## config.mk

```make
export PLATFORM = sky130hd
export DESIGN_NAME = lfd_ctrl
export DESIGN_NICKNAME = d
export VERILOG_FILES = /design/src/rtl/core/lfd_pkg.sv /design/src/rtl/core/lfd_ctrl.sv
export SDC_FILE = /design/constraint.sdc
export NUM_CORES = 1
export LEC_CHECK = 0
export BUFFER_PORTS_ARGS = -buffer_cell sky130_fd_sc_hd__buf_2
export CAP_MARGIN = 20
export CORE_ASPECT_RATIO = 1.25
export CORE_UTILIZATION = 30
export DETAILED_ROUTE_END_ITERATION = 12
export PLACE_DENSITY_LB_ADDON = 0.2
export SLEW_MARGIN = 0
export SYNTH_ARGS = -nofsm -noshare
export SYNTH_HDL_FRONTEND = slang
export SYNTH_SLANG_ARGS = --single-unit
```

## constraint.sdc

```tcl
create_clock -name clock -period 2.3 [get_ports clock]
set_clock_uncertainty 0.05 [all_clocks]
set_input_delay 0.69 -clock clock [delete_from_list [all_inputs] [get_ports clock]]
set_output_delay 0.69 -clock clock [all_outputs]
set_load 0.005 [all_outputs]
```

## src/rtl/core/lfd_pkg.sv

```systemverilog
// Shared constants and control types for the fractional delay line.
package lfd_pkg;

   localparam int WEIGHT_BITS  = 28;
   localparam int CHUNK_BITS   = 24;
   localparam int RESET_POINTS = 5;
   localparam int CSR_IDX_BITS = 2;

   localparam logic [CSR_IDX_BITS-1:0] REG_BUFFER_LENGTH = 2'd0;
   localparam logic [CSR_IDX_BITS-1:0] REG_DELAY_LENGTH  = 2'd1;
   localparam logic [CSR_IDX_BITS-1:0] REG_INTERP_POINTS = 2'd2;

   typedef struct packed {
      logic load;
      logic prep;
      logic diff;
      logic tgt;
      logic back;
      logic rd;
      logic nskip;
      logic nsel;
      logic chunk;
      logic rnd;
      logic dinit;
      logic dstep;
      logic mac1;
      logic mac2;
      logic fin;
   } lfd_cmd_type;

   typedef struct packed {
      logic cnt_zero;
      logic n_end;
      logic n_skip;
      logic tap_last;
      logic out_free;
   } lfd_status_type;

endpackage

```

## src/rtl/core/lfd_ctrl.sv

```systemverilog
// Sequencer for one sample: read point, tap gather, weight build, divide, accumulate.
module lfd_ctrl import lfd_pkg::*; (
   input  logic           clock,
   input  logic           reset,
   input  logic           in_valid,
   output logic           in_ready,
   input  lfd_status_type stat,
   output lfd_cmd_type    cmd
);

   localparam logic [3:0] ST_IDLE  = 4'd0;
   localparam logic [3:0] ST_PREP  = 4'd1;
   localparam logic [3:0] ST_DIFF  = 4'd2;
   localparam logic [3:0] ST_TGT   = 4'd3;
   localparam logic [3:0] ST_BACK  = 4'd4;
   localparam logic [3:0] ST_RD    = 4'd5;
   localparam logic [3:0] ST_NSEL  = 4'd6;
   localparam logic [3:0] ST_CHUNK = 4'd7;
   localparam logic [3:0] ST_RND   = 4'd8;
   localparam logic [3:0] ST_DINIT = 4'd9;
   localparam logic [3:0] ST_DSTEP = 4'd10;
   localparam logic [3:0] ST_MAC1  = 4'd11;
   localparam logic [3:0] ST_MAC2  = 4'd12;
   localparam logic [3:0] ST_FIN   = 4'd13;

   logic [3:0] state_ff;
   logic [3:0] state_in;

   always_comb begin
      cmd      = '0;
      state_in = state_ff;
      case (state_ff)
         ST_IDLE: begin
            if (in_valid) begin
               cmd.load = 1'b1;
               state_in = ST_PREP;
            end
         end
         ST_PREP: begin
            cmd.prep = 1'b1;
            state_in = ST_DIFF;
         end
         ST_DIFF: begin
            cmd.diff = 1'b1;
            state_in = ST_TGT;
         end
         ST_TGT: begin
            cmd.tgt  = 1'b1;
            state_in = ST_BACK;
         end
         ST_BACK: begin
            if (stat.cnt_zero) begin
               state_in = ST_RD;
            end else begin
               cmd.back = 1'b1;
            end
         end
         ST_RD: begin
            cmd.rd   = 1'b1;
            state_in = ST_NSEL;
         end
         ST_NSEL: begin
            if (stat.n_end) begin
               state_in = ST_DINIT;
            end else if (stat.n_skip) begin
               cmd.nskip = 1'b1;
            end else begin
               cmd.nsel = 1'b1;
               state_in = ST_CHUNK;
            end
         end
         ST_CHUNK: begin
            cmd.chunk = 1'b1;
            if (stat.cnt_zero) begin
               state_in = ST_RND;
            end
         end
         ST_RND: begin
            cmd.rnd  = 1'b1;
            state_in = ST_NSEL;
         end
         ST_DINIT: begin
            cmd.dinit = 1'b1;
            state_in  = ST_DSTEP;
         end
         ST_DSTEP: begin
            cmd.dstep = 1'b1;
            if (stat.cnt_zero) begin
               state_in = ST_MAC1;
            end
         end
         ST_MAC1: begin
            cmd.mac1 = 1'b1;
            state_in = ST_MAC2;
         end
         ST_MAC2: begin
            cmd.mac2 = 1'b1;
            state_in = stat.tap_last ? ST_FIN : ST_RD;
         end
         ST_FIN: begin
            // hold until the output register can take the result
            if (stat.out_free) begin
               cmd.fin  = 1'b1;
               state_in = ST_IDLE;
            end
         end
         default: begin
            state_in = ST_IDLE;
         end
      endcase
   end

   always_ff @(posedge clock) begin
      if (reset) begin
         state_ff <= ST_IDLE;
      end else begin
         state_ff <= state_in;
      end
   end

   assign in_ready = (state_ff == ST_IDLE);

endmodule

```

==> metrics.txt, run 1 <==
Most flops, register state_ff; Largest regs state_ff x4; Fmax achieved 459.2 MHz; Mapped Area approximately 520 um2; ys async rst share 0; dominant synthesized flop cell dfxtp_1; Synth area leaders dfxtp_1 (15%), nor2_1 (8.7%), nor4_4 (8.2%), nand2b_1 (4.8%), nor3_1 (4.8%); # IOs 24; GRT overflow 0; area of the multi-input gates 401.6 um2; setup fix buffers added after clock tree synthesis 0; core area 1582 um2; fin nets 105; initial drt markers 13; Setup crit end cmd[8]; antenna viol nets, final 0; final instance area 686.9 um2; CTS sink count 4; Synth area leader dfxtp_1; fin util 0.4343; Final setup viols 0; wire length per cell 11.20 um; CTS tree yes; Largest register FFs 4; Longest Clk Path Bufs 2; reg2reg setup slack around 0.47 ns; Clock Latency Late Sink 0.23 ns; Layout Cells excl Fill 113; hold_buf cts 0; Yosys reg bits 4; post-DP HPWL 964.5 um; Mapped Cells 70; Worst Path Required 1.56 ns; Synth top area share 0.1546; status complete, no violations; Final Slew Violations 0; Clock transition at path regs approximately 0.040 ns; die area ~1900 um2; worst vdd ir approximately 420 uV; P_leak 0.3102 nW; # DRC 0; PortBufs 23; Initial Utilization 0.3275; placed instance area approximately 660 um2; Via density 5.044; Startpoint Class register; Netlist cell types 32; DIE HEIGHT 48.46 um; CP startpoint state_ff[3]$_SDFFE_PP0P_; CP Capture Type primary output; Critical Path AT around 1.4 ns; sequential-to-total area share from yosys stat 0.1546; Filler cells 174; total number of vias 570; worst-path fanout max 11; total CTS buffers 3; post_cts resized 0; layout cells sized above 1 0.4421; vias in the first global route around 450; row count 16; CP Class register to primary output; worst-margin pin slew 0.4349 ns; syn_nets 78; first-pass GRT wire length just over 2 mm; Max-Cap Viols 0; Hold Vio Cnt, Final 0; RR Endpoint state_ff[2]$_SDFFE_PP0P_; total power a little under 0.9 mW; EDFF count, synth 0; H-tree levels 1; FF+latch area 80.08 um2; Synth Area per Inst 7.400 um2; area grow syn2layout 32.61%; power density cells 1263 nW/um2; placed cells 110; Slew headroom 0.7079; crit share post-route 0.9468; 1st-pass router iterations 4; CTS root buf clkbuf_4; DRT Wirelength around 1.3 mm; antenna diode count 0; setup TNS 0 ns; worst min path class input port to register; routability congestion estimate ~0.7; largest net degree at the start of global routing 17; GRT Resource Usage Total 0.1417; Die W 39.17 um; Worst R2R Start state_ff[3]$_SDFFE_PP0P_; Reg2Reg Depth 5; initial antenna violation count 0; Synth Warn # 0; RSZ-0062 raised after global routing false; fin crit period 2.178 ns
==> stage by stage <==
stage / worst slack, ns / hold WS [ns]
finish: 0.1223 / 0.6519
detailed placement: 0.2130 / 0.6505
CTS: 0.1065 / 0.6465
floorplan: 0.4761 / 0.5631
global route: 0.07382 / 0.6577
global placement: 0.2352 / 0.6598
==> cells in the mapped netlist, drive strengths merged, types with 3 or more instances <==
| library cell | n |
|---|---|
| nor2 | 12 |
| a21oi | 6 |
| nor3 | 6 |
| nand2 | 5 |
| dfxtp | 4 |
| inv | 4 |
| nand2b | 4 |
| clkbuf | 3 |
| nor4 | 3 |
| o21ai | 3 |
| or3b | 3 |
==> critical path: stages, from the launching register on <==
cell and delay, ns:
dfxtp_1 0.41, or2_4 0.34, nor4_4 0.28, buf_2 0.17
==> how the worst min path moves through the flow <==
stage	start	slack (ns)	to	cells after the start
2_1_floorplan	state_ff[1]$_SDFFE_PP0P_	0.56	state_ff[1]$_SDFFE_PP0P_	2
3_3_place_gp	state_ff[1]$_SDFFE_PP0P_	0.66	state_ff[1]$_SDFFE_PP0P_	2
3_5_place_dp	state_ff[1]$_SDFFE_PP0P_	0.65	state_ff[1]$_SDFFE_PP0P_	2
4_1_cts	reset	0.65	state_ff[3]$_SDFFE_PP0P_	2
5_1_grt	reset	0.66	state_ff[3]$_SDFFE_PP0P_	2
6_report	reset	0.65	state_ff[3]$_SDFFE_PP0P_	2
==> cell usage in the layout (no fill, tap or decap) <==
cell	instances
a2111oi_2	1
a211oi_1	1
a21oi_1	4
a21oi_2	1
a21oi_4	1
a22oi_1	1
a31oi_1	1
a32o_1	1
and2_1	1
buf_2	23
buf_4	4
clkbuf_4	3
dfxtp_1	4
inv_1	4
mux2i_1	2
nand2_1	5
nand2b_1	4
nand3_1	1
nand3b_1	1
nand4b_1	1
nor2_1	12
nor3_1	5
nor3_4	1
nor4_1	1
nor4_4	2
o211ai_1	1
o21ai_0	2
o21ai_2	1
or2_4	1
or2b_4	1
or3b_1	1
or3b_2	2
or4_4	1
==> per-layer routing <==
metal / global-route usage / wire length (um) / vias to the layer above
li1: - / - / 298
met3: 0.01376 / 45 / 0
met1: 0.2149 / 581 / 256
met4: 0.05172 / 0 / 0
met2: 0.2028 / 639 / 16
met5: 0 / 0 / -
==> area by class of cell <==
type / instances / share of cell area
flip-flops and latches: 4 / 0.1166
multi-input cells: 57 / 0.5847
repair buffers: 27 / 0.2113
clock buffers: 3 / 0.03279
inverters: 4 / 0.02186
well taps: 18 / 0.03279
==> power breakdown <==
group | total (mW) | internal (mW) | switching (mW)
clock | 0.0848 | 0.0582 | 0.0266
combinational | 0.616 | 0.289 | 0.327
sequential | 0.167 | 0.102 | 0.0653
==> kinds of logic (layout without fill, tap and decap cells) <==
logic type             Yosys count  after routing  synth area share
flip-flops                       4              4            0.1546
AO/OA/AOI/OAI                   15             15            0.2271
multiplexers                     2              2           0.03865
buffers and inverters            9             34           0.07004
AND/OR/NAND/NOR                 40             40            0.5097
No activity file was read; power rests on OpenSTA's default activity.
==> inputs of run 2 (changes only) <==
--- a/config.mk
+++ b/config.mk
@@ -5,9 +5,9 @@
 export SDC_FILE = /design/constraint.sdc
 export NUM_CORES = 1
 export LEC_CHECK = 0
+export ABC_AREA = 1
 export BUFFER_PORTS_ARGS = -buffer_cell sky130_fd_sc_hd__buf_2
 export CAP_MARGIN = 20
-export CORE_ASPECT_RATIO = 1.25
 export CORE_UTILIZATION = 30
 export DETAILED_ROUTE_END_ITERATION = 12
 export PLACE_DENSITY_LB_ADDON = 0.2
==> metrics.txt, run 2 <==
status complete, no violations (unchanged); placed instance area 589.3 um2 (was 664.4 um2); Post-synth top cells nor2_1 (29), nand2_1 (19), inv_1 (16) (was nor2_1 (12), nand2_1 (5), nor3_1 (5)); worst vdd ir 432.8 uV (was 417.9 uV); routability congestion estimate 0.8508 (was 0.6996); Synth area leader nor2_1 (was dfxtp_1); Clock Latency Late Sink 0.23 ns (about the same); slowest stage delay, CP 0.38 ns (was 0.41 ns); Via density 4.614 (was 5.044); post-DP HPWL 994 um (was 964.5 um); GRT overflow 0 (unchanged); # DRC 0 (unchanged); Max-Cap Viols 0 (unchanged); Initial Utilization 0.3416 (was 0.3275); antenna diode count 0 (unchanged); RSZ-0062 raised after global routing false (unchanged); setup TNS 0 ns (unchanged); total number of vias 609 (was 570); worst-margin pin slew 0.2986 ns (was 0.4349 ns); Die W 41.44 um (was 39.17 um); P_leak 0.4301 nW (was 0.3102 nW); # IOs 24 (unchanged); dominant synthesized flop cell dfxtp_1 (unchanged); power density cells 1180 nW/um2 (was 1263 nW/um2); Worst Hold Slack 0.5155 ns (was 0.6519 ns); 1st-pass router iterations 4 (unchanged); die area 1717 um2 (was 1898 um2); CP max-delay cell dfxtp_1 (unchanged); Largest regs state_ff x4 (unchanged); Final setup viols 0 (unchanged); CP Class register to primary output (unchanged); GRT Resource Usage Total 0.1421 (was 0.1417); Synth Area per Inst 5.073 um2 (was 7.400 um2); reg2reg setup slack 0.93 ns (was 0.47 ns); Fmax achieved 492.0 MHz (was 459.2 MHz); Longest Clk Path Bufs 2 (unchanged); Largest register FFs 4 (unchanged); syn_nets 100 (was 78); core area 1366 um2 (was 1582 um2); Startpoint Class register (unchanged); Synth top area share 0.2332 (was 0.1546); Layout Cells excl Fill 132 (was 113); most frequent cells in the layout nor2_1 (29), buf_2 (23), nand2_1 (19), inv_1 (16), nand3_1 (9) (was buf_2 (23), nor2_1 (12), nor3_1 (5), nand2_1 (5)); Hold Vio Cnt, Final 0 (unchanged); worst path cell trace inv_2 -> nand2_1 -> nor2_1 -> nand2_1 -> nor2_1 -> buf_2 (was or2_4 -> nor4_4 -> buf_2); Filler cells 153 (was 174); Synth Warn # 0 (unchanged); fin nets 127 (was 105); DIE HEIGHT 41.44 um (was 48.46 um); Slew headroom 0.8007 (was 0.7079); first-pass GRT wire length 2.014 mm (was 2.035 mm); hold_buf cts 0 (unchanged); Mapped Cells 92 (was 70); Most flops, register state_ff (unchanged); PortBufs 23 (unchanged); Clock transition at path regs 0.04 ns (about the same); wire length per cell 8.705 um (was 11.20 um); Netlist cell types 14 (was 32); EDFF count, synth 0 (unchanged); worst-path fanout max 8 (was 11); row count 13 (was 16); total CTS buffers 3 (unchanged); antenna viol nets, final 0 (unchanged); setup fix buffers added after clock tree synthesis 0 (unchanged); layout cells sized above 1 0.3077 (was 0.4421); most numerous cell in the Yosys netlist nor2_1 (unchanged); fin crit period 2.032 ns (was 2.178 ns); ys async rst share 0 (unchanged); area grow syn2layout 31.10% (was 32.61%); vias in the first global route 487 (was 454); Yosys reg bits 4 (unchanged); placed cells 129 (was 110); Critical Path AT 1.29 ns (was 1.44 ns); post_cts resized 0 (unchanged); initial drt markers 5 (was 13); crit share post-route 0.8837 (was 0.9468); Synth area leaders nor2_1 (23%), dfxtp_1 (17%), nand2_1 (15%), inv_1 (13%), nand3_1 (9.7%) (was dfxtp_1 (15%), nor2_1 (8.7%), nor4_4 (8.2%), nand2b_1 (4.8%), nor3_1 (4.8%)); CTS sink count 4 (unchanged); CTS root buf clkbuf_4 (unchanged); commonest non-fill, non-tap cell in the layout nor2_1 (was buf_2); sequential-to-total area share from yosys stat 0.1716 (was 0.1546); Final Slew Violations 0 (unchanged); largest net degree at the start of global routing 9 (was 17); CTS tree yes (unchanged); worst min path class register to register (was input port to register); final instance area 611.8 um2 (was 686.9 um2); DRT Wirelength 1.149 mm (was 1.266 mm); H-tree levels 1 (unchanged); Worst Path Required 1.56 ns (about the same); Mapped Area 466.7 um2 (was 518.0 um2); CP Capture Type primary output (unchanged); initial antenna violation count 0 (unchanged)
==> run 2: cell type report <==
class                   instances  area, um2  share of cell area
multi-input cells              69      307.8              0.5031
repair buffers                 23      115.1              0.1881
flip-flops and latches          4      80.08              0.1309
inverters                      18      67.56              0.1104
clock buffers                   3      22.52             0.03681
well taps                      15      18.77             0.03067
==> run 2: worst max-delay path, delay by kind of cell, from the launching register on <==
kind	cells	cell delay, ns
simple gates	4	0.47
buf+inv	2	0.21
flops	1	0.38
==> run 2: stage by stage <==
| stage | worst slack, ns | power [mW] | utilization |
|---|---|---|---|
| floorplan | 0.6018 | 0.5206 | - |
| global placement | 0.3730 | 0.6404 | 0.4313 |
| detailed placement | 0.3748 | 0.6399 | 0.4313 |
| CTS | 0.2653 | 0.7257 | 0.4478 |
| global route | 0.1360 | 0.8192 | 0.4478 |
| finish | 0.2675 | 0.7221 | 0.4478 |
==> run 2: layer usage <==
metal	global-route usage	vias up	share of wire
met5	0	-	0
met4	0.01935	0	0
met3	0.04348	0	0.068
met2	0.2250	18	0.44
met1	0.1936	264	0.49
li1	-	327	-
==> run 2: logic make-up after synthesis <==
family,share of synthesized area
AND/OR/NAND/NOR,0.6273
AO/OA/AOI/OAI,0.03216
flip-flops,0.1716
buffers and inverters,0.1689
==> run 2: path summary, 6_finish.rpt <==
kind,depth (start not counted),start,to
min reg2reg,2,state_ff[2]$_SDFFE_PP0P_,state_ff[2]$_SDFFE_PP0P_
min,2,state_ff[2]$_SDFFE_PP0P_,state_ff[2]$_SDFFE_PP0P_
max,6,state_ff[0]$_SDFFE_PP0P_,cmd[7]
max reg2reg,7,state_ff[0]$_SDFFE_PP0P_,state_ff[3]$_SDFFE_PP0P_
==> run 2: power breakdown <==
part / total (mW) / switching, mW / internal (mW)
Combinational: 0.475 / 0.293 / 0.182
Clock: 0.0829 / 0.0248 / 0.0581
Sequential: 0.164 / 0.0617 / 0.102
